==> config.mk <==
export PLATFORM = sky130hd
export DESIGN_NAME = timed_can_frame_sequencer_core
export DESIGN_NICKNAME = d
export VERILOG_FILES = /design/src/sv/tcfs_pkg.sv /design/src/sv/tcfs_front.sv /design/src/sv/tcfs_cmd_queue.sv /design/src/sv/tcfs_back.sv /design/src/sv/timed_can_frame_sequencer_core.sv
export SDC_FILE = /design/constraint.sdc
export NUM_CORES = 2
export LEC_CHECK = 0
export BUFFER_PORTS_ARGS = -buffer_cell sky130_fd_sc_hd__buf_2
export CELL_PAD_IN_SITES_DETAIL_PLACEMENT = 1
export CELL_PAD_IN_SITES_GLOBAL_PLACEMENT = 1
export CORE_UTILIZATION = 32
export CTS_CLUSTER_SIZE = 30
export DETAILED_ROUTE_END_ITERATION = 12
export HOLD_SLACK_MARGIN = 0.15
export PLACE_DENSITY = 0.56
export SYNTH_ARGS = -nofsm -noshare
export SYNTH_HDL_FRONTEND = slang
export SYNTH_HIERARCHICAL = 1
export SYNTH_SLANG_ARGS = --single-unit
==> constraint.sdc <==
create_clock -name clk_i -period 18.7 [get_ports clk_i]
set_input_delay 3.74 -clock clk_i [delete_from_list [all_inputs] [get_ports clk_i]]
set_output_delay 3.74 -clock clk_i [all_outputs]
set_load 0.01 [all_outputs]
==> src/sv/tcfs_pkg.sv <==
// ----------------------------------------------------------------------------
// tcfs_pkg
// Shared types and constants of the timed CAN frame sequencer.
// ----------------------------------------------------------------------------
package tcfs_pkg;

  // default depths of the two frame queues
  localparam int unsigned QueueDepthDefault  = 16;
  localparam int unsigned ScriptDepthDefault = 16;

  // register reset values
  localparam logic [15:0] GapTicksReset    = 16'd200;
  localparam logic [15:0] LingerTicksReset = 16'd20;

  // configuration register indexes
  localparam logic CfgQueueGap = 1'b0;
  localparam logic CfgLinger   = 1'b1;

  // input func codes
  localparam logic [1:0] FuncTick  = 2'd0;
  localparam logic [1:0] FuncPushQ = 2'd1;
  localparam logic [1:0] FuncPushS = 2'd2;

  // longest clamped frame length
  localparam logic [3:0] MaxLen = 4'd8;

  // command kinds carried from front to back
  typedef enum logic [1:0] {
    CMD_TICK   = 2'd0,
    CMD_PUSH_Q = 2'd1,
    CMD_PUSH_S = 2'd2
  } cmd_kind_e;

  // result kinds
  typedef enum logic [1:0] {
    KIND_TX_MODE   = 2'd0,
    KIND_NO_OUTPUT = 2'd1,
    KIND_FRAME     = 2'd2
  } kind_e;

  // back-end sequencer states
  typedef enum logic [1:0] {
    ST_IDLE = 2'd0,
    ST_EVAL = 2'd1,
    ST_EMIT = 2'd2
  } back_state_e;

  // stored frame record
  typedef struct packed {
    logic [15:0] id;
    logic [7:0]  bus;
    logic [3:0]  len;
    logic [15:0] delay;
    logic [63:0] data;
  } rec_t;

  // classified command
  typedef struct packed {
    cmd_kind_e kind;
    logic      onroad;
    logic      script_start;
    rec_t      rec;
  } cmd_t;

endpackage

==> src/sv/tcfs_front.sv <==
// ----------------------------------------------------------------------------
// tcfs_front
// Accepts input items, drops unused codes, clamps length and masks payload.
// ----------------------------------------------------------------------------
module tcfs_front (
  input  logic           s_axis_tvalid,
  output logic           s_axis_tready,
  input  logic [119:0]   s_axis_tdata,
  input  logic [1:0]     s_axis_tuser,
  input  logic           full_i,
  output logic           push_o,
  output tcfs_pkg::cmd_t cmd_o
);
  import tcfs_pkg::*;

  logic [7:0]  len_raw;
  logic [3:0]  len_clamp;
  logic [63:0] payload;
  logic [63:0] data_masked;
  logic        known_code;

  assign s_axis_tready = !full_i;

  // field extraction and length clamp
  assign len_raw   = s_axis_tdata[49:42];
  assign payload   = s_axis_tdata[113:50];
  assign len_clamp = (len_raw > {4'd0, MaxLen}) ? MaxLen : len_raw[3:0];

  // zero bytes at or beyond the clamped length
  always_comb begin
    for (int i = 0; i < 8; i++) begin
      data_masked[8*i +: 8] = (4'(i) < len_clamp) ? payload[8*i +: 8] : 8'd0;
    end
  end

  // classify; code 3 is swallowed
  assign known_code = (s_axis_tuser == FuncTick) || (s_axis_tuser == FuncPushQ) ||
                      (s_axis_tuser == FuncPushS);
  assign push_o = s_axis_tvalid && !full_i && known_code;

  always_comb begin
    cmd_o.kind         = CMD_TICK;
    case (s_axis_tuser)
      FuncPushQ: cmd_o.kind = CMD_PUSH_Q;
      FuncPushS: cmd_o.kind = CMD_PUSH_S;
      default:   cmd_o.kind = CMD_TICK;
    endcase
    cmd_o.onroad       = s_axis_tdata[0];
    cmd_o.script_start = s_axis_tdata[1];
    cmd_o.rec.delay    = s_axis_tdata[17:2];
    cmd_o.rec.id       = s_axis_tdata[33:18];
    cmd_o.rec.bus      = s_axis_tdata[41:34];
    cmd_o.rec.len      = len_clamp;
    cmd_o.rec.data     = data_masked;
  end

endmodule

==> src/sv/tcfs_cmd_queue.sv <==
// ----------------------------------------------------------------------------
// tcfs_cmd_queue
// Two-entry command queue that decouples the front from the back.
// ----------------------------------------------------------------------------
module tcfs_cmd_queue (
  input  logic           clk_i,
  input  logic           rst_ni,
  input  logic           push_i,
  input  tcfs_pkg::cmd_t cmd_i,
  output logic           full_o,
  output logic           valid_o,
  input  logic           pop_i,
  output tcfs_pkg::cmd_t cmd_o
);
  import tcfs_pkg::*;

  cmd_t       mem_q [2];
  logic       wptr_q, wptr_d;
  logic       rptr_q, rptr_d;
  logic [1:0] cnt_q, cnt_d;
  logic       do_push, do_pop;

  assign full_o  = (cnt_q == 2'd2);
  assign valid_o = (cnt_q != 2'd0);
  assign cmd_o   = mem_q[rptr_q];
  assign do_push = push_i && !full_o;
  assign do_pop  = pop_i && valid_o;

  // pointer and count update
  always_comb begin
    wptr_d = do_push ? ~wptr_q : wptr_q;
    rptr_d = do_pop ? ~rptr_q : rptr_q;
    cnt_d  = cnt_q + {1'b0, do_push} - {1'b0, do_pop};
  end

  always_ff @(posedge clk_i or negedge rst_ni) begin
    if (!rst_ni) begin
      wptr_q <= 1'b0;
      rptr_q <= 1'b0;
      cnt_q  <= 2'd0;
    end else begin
      wptr_q <= wptr_d;
      rptr_q <= rptr_d;
      cnt_q  <= cnt_d;
    end
  end

  // entry storage
  always_ff @(posedge clk_i) begin
    if (do_push) begin
      mem_q[wptr_q] <= cmd_i;
    end
  end

endmodule

==> src/sv/tcfs_back.sv <==
// ----------------------------------------------------------------------------
// tcfs_back
// Executes commands: owns both frame queues, the timers and the result register.
// ----------------------------------------------------------------------------
module tcfs_back #(
  parameter int unsigned QUEUE_DEPTH  = tcfs_pkg::QueueDepthDefault,
  parameter int unsigned SCRIPT_DEPTH = tcfs_pkg::ScriptDepthDefault
) (
  input  logic           clk_i,
  input  logic           rst_ni,
  input  logic           cfg_we_i,
  input  logic           cfg_index_i,
  input  logic [15:0]    cfg_data_i,
  input  logic           cmd_valid_i,
  input  tcfs_pkg::cmd_t cmd_i,
  output logic           cmd_pop_o,
  output logic           m_axis_tvalid,
  input  logic           m_axis_tready,
  output logic [95:0]    m_axis_tdata,
  output logic [1:0]     m_axis_tuser,
  output logic           m_axis_tlast
);
  import tcfs_pkg::*;

  localparam int unsigned QAW = (QUEUE_DEPTH > 1) ? $clog2(QUEUE_DEPTH) : 1;
  localparam int unsigned QCW = $clog2(QUEUE_DEPTH + 1);
  localparam int unsigned SAW = (SCRIPT_DEPTH > 1) ? $clog2(SCRIPT_DEPTH) : 1;
  localparam int unsigned SCW = $clog2(SCRIPT_DEPTH + 1);

  back_state_e state_q, state_d;

  // configuration
  logic [15:0] gap_q, linger_q;

  // timers and mode
  logic [31:0] tick_q, tick_d;
  logic [31:0] lqs_q, lqs_d;
  logic [31:0] lss_q, lss_d;
  logic        mode_q, mode_d;

  // queue pointers
  logic [QAW-1:0] qhead_q, qhead_d, qtail_q, qtail_d;
  logic [QCW-1:0] qcnt_q, qcnt_d;
  logic [SAW-1:0] shead_q, shead_d, stail_q, stail_d;
  logic [SCW-1:0] scnt_q, scnt_d;

  // memories and registered head reads
  rec_t           qmem [QUEUE_DEPTH];
  rec_t           smem [SCRIPT_DEPTH];
  rec_t           qrd_q, srd_q;
  logic           qwe, swe;
  logic [SAW-1:0] swaddr;

  // result plan
  logic       plain_q, plain_d;
  logic       ssend_q, ssend_d;
  logic [2:0] nres_q, nres_d;
  logic [1:0] step_q, step_d;
  rec_t       qrec_q, qrec_d, srec_q, srec_d;

  // output register
  logic        out_valid_q, out_valid_d;
  kind_e       out_kind_q, out_kind_d;
  logic        out_last_q, out_last_d;
  rec_t        out_rec_q, out_rec_d;

  // evaluation terms
  logic [31:0] el_q, el_s;
  logic        plain_go, due, lingered, drop_go, send_go;
  logic        load, step_last;
  logic [1:0]  soff;
  kind_e       res_kind;
  rec_t        res_rec;

  // configuration writes
  always_ff @(posedge clk_i or negedge rst_ni) begin
    if (!rst_ni) begin
      gap_q    <= GapTicksReset;
      linger_q <= LingerTicksReset;
    end else if (cfg_we_i) begin
      case (cfg_index_i)
        CfgQueueGap: gap_q    <= cfg_data_i;
        CfgLinger:   linger_q <= cfg_data_i;
        default:     gap_q    <= gap_q;
      endcase
    end
  end

  // elapsed-time checks, now is the already advanced tick count
  assign el_q     = tick_q - lqs_q;
  assign el_s     = tick_q - lss_q;
  assign plain_go = (qcnt_q != '0) && (scnt_q == '0) && (el_q >= {16'd0, gap_q});
  assign due      = (scnt_q != '0) && (el_s >= {16'd0, srd_q.delay});
  assign lingered = mode_q && (el_s >= {16'd0, linger_q});
  assign send_go  = due;
  assign drop_go  = !due && lingered;

  // emit sequencing
  assign load      = !out_valid_q || m_axis_tready;
  assign step_last = ({1'b0, step_q} == (nres_q - 3'd1));

  // next state
  always_comb begin
    state_d = state_q;
    case (state_q)
      ST_IDLE: begin
        if (cmd_valid_i && cmd_i.kind == CMD_TICK && !cmd_i.onroad) begin
          state_d = ST_EVAL;
        end
      end
      ST_EVAL: begin
        if (plain_go || send_go || drop_go) begin
          state_d = ST_EMIT;
        end else begin
          state_d = ST_IDLE;
        end
      end
      ST_EMIT: begin
        if (load && step_last) begin
          state_d = ST_IDLE;
        end
      end
      default: state_d = ST_IDLE;
    endcase
  end

  // selection of the result at the current step
  always_comb begin
    soff     = plain_q ? (step_q - 2'd3) : step_q;
    res_kind = KIND_NO_OUTPUT;
    res_rec  = '0;
    if (plain_q && step_q < 2'd3) begin
      case (step_q)
        2'd0:    res_kind = KIND_TX_MODE;
        2'd1: begin
          res_kind = KIND_FRAME;
          res_rec  = qrec_q;
        end
        default: res_kind = KIND_NO_OUTPUT;
      endcase
    end else if (ssend_q) begin
      if (soff == 2'd0) begin
        res_kind = KIND_TX_MODE;
      end else begin
        res_kind = KIND_FRAME;
        res_rec  = srec_q;
      end
    end
  end

  // datapath and control outputs
  always_comb begin
    cmd_pop_o   = 1'b0;
    qwe         = 1'b0;
    swe         = 1'b0;
    swaddr      = stail_q;
    tick_d      = tick_q;
    lqs_d       = lqs_q;
    lss_d       = lss_q;
    mode_d      = mode_q;
    qhead_d     = qhead_q;
    qtail_d     = qtail_q;
    qcnt_d      = qcnt_q;
    shead_d     = shead_q;
    stail_d     = stail_q;
    scnt_d      = scnt_q;
    plain_d     = plain_q;
    ssend_d     = ssend_q;
    nres_d      = nres_q;
    step_d      = step_q;
    qrec_d      = qrec_q;
    srec_d      = srec_q;
    out_valid_d = out_valid_q && !m_axis_tready;
    out_kind_d  = out_kind_q;
    out_last_d  = out_last_q;
    out_rec_d   = out_rec_q;

    case (state_q)
      ST_IDLE: begin
        cmd_pop_o = cmd_valid_i;
        if (cmd_valid_i) begin
          case (cmd_i.kind)
            CMD_PUSH_Q: begin
              if (qcnt_q != QCW'(QUEUE_DEPTH)) begin
                qwe     = 1'b1;
                qtail_d = (qtail_q == QAW'(QUEUE_DEPTH - 1)) ? '0 : qtail_q + 1'b1;
                qcnt_d  = qcnt_q + 1'b1;
              end
            end
            CMD_PUSH_S: begin
              // a new script replaces the pending one
              if (cmd_i.script_start) begin
                swe     = 1'b1;
                swaddr  = '0;
                shead_d = '0;
                stail_d = (SCRIPT_DEPTH == 1) ? '0 : SAW'(1);
                scnt_d  = SCW'(1);
                lss_d   = tick_q;
              end else if (scnt_q != SCW'(SCRIPT_DEPTH)) begin
                swe     = 1'b1;
                stail_d = (stail_q == SAW'(SCRIPT_DEPTH - 1)) ? '0 : stail_q + 1'b1;
                scnt_d  = scnt_q + 1'b1;
              end
            end
            default: begin
              tick_d = tick_q + 32'd1;
              if (cmd_i.onroad) begin
                qhead_d = '0;
                qtail_d = '0;
                qcnt_d  = '0;
                shead_d = '0;
                stail_d = '0;
                scnt_d  = '0;
                mode_d  = 1'b0;
              end
            end
          endcase
        end
      end
      ST_EVAL: begin
        plain_d = plain_go;
        ssend_d = send_go;
        nres_d  = (plain_go ? 3'd3 : 3'd0) + (send_go ? 3'd2 : (drop_go ? 3'd1 : 3'd0));
        step_d  = 2'd0;
        qrec_d  = qrd_q;
        srec_d  = srd_q;
        if (plain_go) begin
          lqs_d   = tick_q;
          qhead_d = (qhead_q == QAW'(QUEUE_DEPTH - 1)) ? '0 : qhead_q + 1'b1;
          qcnt_d  = qcnt_q - 1'b1;
        end
        if (send_go) begin
          lss_d   = tick_q;
          mode_d  = 1'b1;
          shead_d = (shead_q == SAW'(SCRIPT_DEPTH - 1)) ? '0 : shead_q + 1'b1;
          scnt_d  = scnt_q - 1'b1;
        end else if (drop_go) begin
          mode_d = 1'b0;
        end
      end
      ST_EMIT: begin
        if (load) begin
          out_valid_d = 1'b1;
          out_kind_d  = res_kind;
          out_rec_d   = res_rec;
          out_last_d  = step_last;
          step_d      = step_q + 2'd1;
        end
      end
      default: ;
    endcase
  end

  // control registers
  always_ff @(posedge clk_i or negedge rst_ni) begin
    if (!rst_ni) begin
      state_q     <= ST_IDLE;
      tick_q      <= '0;
      lqs_q       <= '0;
      lss_q       <= '0;
      mode_q      <= 1'b0;
      qhead_q     <= '0;
      qtail_q     <= '0;
      qcnt_q      <= '0;
      shead_q     <= '0;
      stail_q     <= '0;
      scnt_q      <= '0;
      plain_q     <= 1'b0;
      ssend_q     <= 1'b0;
      nres_q      <= '0;
      step_q      <= '0;
      out_valid_q <= 1'b0;
      out_kind_q  <= KIND_TX_MODE;
      out_last_q  <= 1'b0;
    end else begin
      state_q     <= state_d;
      tick_q      <= tick_d;
      lqs_q       <= lqs_d;
      lss_q       <= lss_d;
      mode_q      <= mode_d;
      qhead_q     <= qhead_d;
      qtail_q     <= qtail_d;
      qcnt_q      <= qcnt_d;
      shead_q     <= shead_d;
      stail_q     <= stail_d;
      scnt_q      <= scnt_d;
      plain_q     <= plain_d;
      ssend_q     <= ssend_d;
      nres_q      <= nres_d;
      step_q      <= step_d;
      out_valid_q <= out_valid_d;
      out_kind_q  <= out_kind_d;
      out_last_q  <= out_last_d;
    end
  end

  // payload registers
  always_ff @(posedge clk_i) begin
    qrec_q    <= qrec_d;
    srec_q    <= srec_d;
    out_rec_q <= out_rec_d;
  end

  // plain queue memory, head read registered
  always_ff @(posedge clk_i) begin
    if (qwe) begin
      qmem[qtail_q] <= cmd_i.rec;
    end
    qrd_q <= qmem[qhead_q];
  end

  // script queue memory, head read registered
  always_ff @(posedge clk_i) begin
    if (swe) begin
      smem[swaddr] <= cmd_i.rec;
    end
    srd_q <= smem[shead_q];
  end

  // result channel
  assign m_axis_tvalid = out_valid_q;
  assign m_axis_tuser  = out_kind_q;
  assign m_axis_tlast  = out_last_q;
  assign m_axis_tdata  = {4'd0, out_rec_q.data, out_rec_q.len, out_rec_q.bus, out_rec_q.id};

endmodule

==> src/sv/timed_can_frame_sequencer_core.sv <==
// ----------------------------------------------------------------------------
// timed_can_frame_sequencer_core
// Two frame queues, one paced by a fixed gap and one by per-record delays,
// served on millisecond ticks.
// ----------------------------------------------------------------------------
//  channel   dir  handshake             contents
//  s_axis    in   tvalid/tready         tuser func; tdata records and tick flags
//  m_axis    out  tvalid/tready         tuser kind; tdata frame; tlast end of tick
//  cfg       in   cfg_we_i              cfg_index_i, cfg_data_i
//
//  a push item passes the command queue, then the back-end write
//  an offroad tick goes idle, eval, then emit if it has results (n, 0 to 4,
//  one per cycle from the output register while m_axis is ready); an onroad
//  tick stays in idle; the head reads of both queue memories set the eval step
//  the two-entry command queue takes up to two items while results wait downstream
//  reset clears both queues, all timers and the asserted mode
// ----------------------------------------------------------------------------
module timed_can_frame_sequencer_core #(
  parameter int unsigned QUEUE_DEPTH  = tcfs_pkg::QueueDepthDefault,
  parameter int unsigned SCRIPT_DEPTH = tcfs_pkg::ScriptDepthDefault
) (
  input  logic         clk_i,
  input  logic         rst_ni,
  input  logic         cfg_we_i,
  input  logic         cfg_index_i,
  input  logic [15:0]  cfg_data_i,
  input  logic         s_axis_tvalid,
  output logic         s_axis_tready,
  // onroad, script_start, delay[15:0], frame_id[15:0], bus_num[7:0],
  // length_raw[7:0], payload[63:0], zero fill
  input  logic [119:0] s_axis_tdata,
  // func[1:0]
  input  logic [1:0]   s_axis_tuser,
  output logic         m_axis_tvalid,
  input  logic         m_axis_tready,
  // out_id[15:0], out_bus[7:0], out_length[3:0], out_data[63:0], zero fill
  output logic [95:0]  m_axis_tdata,
  // kind[1:0]
  output logic [1:0]   m_axis_tuser,
  output logic         m_axis_tlast
);
  import tcfs_pkg::*;

  logic push, full, cmd_valid, cmd_pop;
  cmd_t cmd_in, cmd_out;

  // accept and classify
  tcfs_front u_front (
    .s_axis_tvalid (s_axis_tvalid),
    .s_axis_tready (s_axis_tready),
    .s_axis_tdata  (s_axis_tdata),
    .s_axis_tuser  (s_axis_tuser),
    .full_i        (full),
    .push_o        (push),
    .cmd_o         (cmd_in)
  );

  // decoupling queue
  tcfs_cmd_queue u_cmd_queue (
    .clk_i   (clk_i),
    .rst_ni  (rst_ni),
    .push_i  (push),
    .cmd_i   (cmd_in),
    .full_o  (full),
    .valid_o (cmd_valid),
    .pop_i   (cmd_pop),
    .cmd_o   (cmd_out)
  );

  // execute
  tcfs_back #(
    .QUEUE_DEPTH  (QUEUE_DEPTH),
    .SCRIPT_DEPTH (SCRIPT_DEPTH)
  ) u_back (
    .clk_i         (clk_i),
    .rst_ni        (rst_ni),
    .cfg_we_i      (cfg_we_i),
    .cfg_index_i   (cfg_index_i),
    .cfg_data_i    (cfg_data_i),
    .cmd_valid_i   (cmd_valid),
    .cmd_i         (cmd_out),
    .cmd_pop_o     (cmd_pop),
    .m_axis_tvalid (m_axis_tvalid),
    .m_axis_tready (m_axis_tready),
    .m_axis_tdata  (m_axis_tdata),
    .m_axis_tuser  (m_axis_tuser),
    .m_axis_tlast  (m_axis_tlast)
  );

endmodule

==> results.toml <==
[run_status]
status = "complete, no violations"

[synth]
postSynthAreaPerCell_sq_um = 18.4
synth_edf_count = 3700
ys_seq_elements = 4072
synth_top_cell_area_share_pct = 70.5
ys_async_sr_fraction_pct = 4.22
ys_types = 99
synth_most_common_cell = "edfxtp_1"
ys_top_cells_by_count = "3700 x edfxtp_1, 606 x mux2i_1, 462 x o21ai_0, 400 x mux4_2, 334 x nand2_1"
synthXorXnorAreaFrac_pct = 0.456
synthMuxAreaShare_pct = 12.4
synth-adder-area-share_pct = 1.10
synth_largest_area_cell = "edfxtp_1"
synth_warnings = 6
seq_area_frac_synth_pct = 75.8
synthCells = 8550
synthFlopType = "edfxtp_1"
synthSimpleGateAreaFrac_pct = 1.94
synth_top_family_by_area = "multiplexers"
synth_compound_area_share_pct = 6.51
synth_area_sq_um = 158000
synth_area_leaders = "edfxtp_1 71%, mux4_2 5.7%, mux2i_1 3.9%"

[timing]
period_minus_slack_ns = 6.74
setup_viol = 0
skew_ns = 0.113
maxSlewHeadroom_pct = 16.3
finalHoldViolations = 0
fin_crit_sh_pct = 36.0
rsz0062_at_grt = "no"
setup_tns_ns = 0
slew_violations = 0
fmax_mhz = 148
tightest_slew_ns = 1.22

[routing]
drc = 0
wl_per_cell_microns = 29.1
drt_iter0_markers = 7040
antenna_left = 0
viasPerCell = 5.26
firstDrtPassIters = 5
wl_microns = 457000
vias = 82691

[critical_path]
cp_num_buf_inv = 1
crit_required_ns = 19.52
path_class = "register to register"
reg2reg_slack_ns = 11.96
crit_family = "simple AND/OR/NAND/NOR gates"
crit_slowest_cell = "a2111oi_0"
r2r-end = "u_back/nres_q[1]"
crit_path_max_incr_delay_ns = 1.15
path_cells = "ha_1 -> nor2b_1 -> o2111ai_1 -> a2111oi_0 -> or2_1 -> nor2_1 -> o21ai_0 -> xor2_1 -> ha_1 -> nand4_1 -> nor4_1 -> a221oi_1 -> o211ai_1 -> nor4_1 -> nand4b_1 -> or4_4 -> nand2b_2 -> inv_1 -> ha_1 -> fa_1 -> nand2_1 -> o21ai_0"
crit_start = "u_back/tick_q[1]"
cp-start-kind = "register"
r2r_cells = 22
reg2reg_from = "u_back/tick_q[1]"
cpMostUsedCell = "ha_1"
crit_arrival_ns = 7.55
crit_path_end_kind = "register"
worstPathMaxFanout = 31

[placed_design]
gp_congestion = 0.755
port_buffers = 234
place_hpwl_microns = 235000

[final_layout]
nFillCells = 48382
drive_above_1_share_pct = 20.0
seq_area_sq_um = 119000
area_growth_pct = 14.5
nets = 9153
fin_util_pct = 36.8
multi_input_area_sq_um = 35600

[clocking]
path_clk_slew_ns = 0.06
cts_tree = "built"
cts.sinks = 4072
postCtsHoldBufs = 0
cts_resized = 0
root_buffer = "clkbuf_16"
numCtsBuffers = 417
insertion_delay_ns = 1.03
cts_buffer_depth = 4
cts_setup_buffers = 0
htreeDepth = 5

[pwr]
combPwrFrac_pct = 3.0
p_clk_share_pct = 43.7
switchingPower_mw = 4.10
seq_power_share_pct = 53.3
ir_drop_uv = 90.2
finalPower_mw = 19.3
power_report.internal_total_mw = 15.2
swShare_pct = 21.2
power.density_nw_per_um2 = 107
p_leak_nw = 57.6

[grt]
antenna_found_initial = 34
grt_usage_pct = 18.0
grt_pass1_wl_microns = 644000
grt_pass1_vias = 86886
globalRouteOverflowTotal = 0
grt_start_max_net_pins = 135

[die]
dieArea_sq_um = 495000
die_w_microns = 704
pin_count = 245
coreArea_sq_um = 490000
rows = 257
die_h_microns = 704
initial_core_util_pct = 32.1

[hold_path]
min_path_type = "register to register"
hold_path_end = "u_back/qrec_q[31]"
whs_path_depth = 0
hp-start = "u_back/qrd_q[31]"

[run]
cap_viol_max_count = 0
==> sequential cells by signal, summed over array words and instances, names as in the netlist, 16 cells and up <==
name                 cells
u_back/tick_q           32
u_back/qmem           1472
u_back/srec_q           92
u_back/lss_q            32
u_back/qrd_q            92
u_back/lqs_q            32
u_back/linger_q         16
u_back/gap_q            16
u_back/m_axis_tdata     92
u_cmd_queue/mem_q      224
u_back/smem           1728
u_back/srd_q           108
u_back/qrec_q           92
==> kinds of logic after synthesis <==
logic type      count (synthesis)
buf+inv                       649
flops                        4072
other cells                     1
mux                          1371
compound gates               1566
xor+xnor                       82
simple gates                  672
fa+ha+maj                     137
==> power groups by stage <==
stage / sequential [mW] / combinational [mW] / clock, mW
2_1_floorplan: 10.5 / 0.300 / 0
3_3_place_gp: 10.5 / 0.560 / 0
3_5_place_dp: 10.5 / 0.604 / 0
4_1_cts: 10.3 / 0.605 / 8.65
5_1_grt: 10.3 / 0.641 / 8.95
6_report: 10.3 / 0.588 / 8.45
==> area by class of cell <==
type / instances / area share, %
antenna: 11 / 0.0153
clock buffer: 586 / 6.52
clock inverter: 198 / 1.18
inverter: 171 / 0.360
multi-input combinational: 3832 / 19.8
sequential: 4072 / 66.2
tap: 6475 / 4.49
timing repair buffer: 378 / 1.45
==> layout by cell type, fill, tap and decap left out, types with 168 or more instances in the layout <==
cell type and count:
a22oi_1 203, mux2_2 265, edfxtp_1 3700, mux2i_1 606, dfxtp_1 200, buf_2 233, a21oi_1 296, clkbuf_16 424
mux4_2 400, o21ai_0 462, inv_1 168, nand2_1 332, a221oi_1 202
==> worst max-delay path by stage <==
stage	endpoint	cells past startpoint
floorplan	u_back/m_axis_tlast	3
global placement	u_cmd_queue/mem_q[1][24]	6
detailed placement	u_cmd_queue/mem_q[1][28]	6
CTS	u_back/nres_q[1]	22
global route	u_back/nres_q[1]	22
finish	u_back/nres_q[1]	22
==> metal layers <==
metal	up-vias	part of all wire (%)	GRT usage, %
li1	35032	-	-
met5	-	0.0087	0
met2	2085	49	30.6
met1	45005	44	24.6
met4	6	2.0	3.78
met3	563	5.1	2.59
==> per-stage QoR <==
step                      std cells  cell area (sq um)  setup WS, ns  hold WS (ns)
after CTS                     15712             180000         11.99         0.337
final                         15723             180000         11.96         0.345
after detailed placement      14928             166000         11.90         0.390
after floorplan                8553             158000          6.61         0.386
after global routing          15713             180000         11.57         0.350
after global placement        14928             166000         11.93         0.387
(Power assumes the default switching activity.)
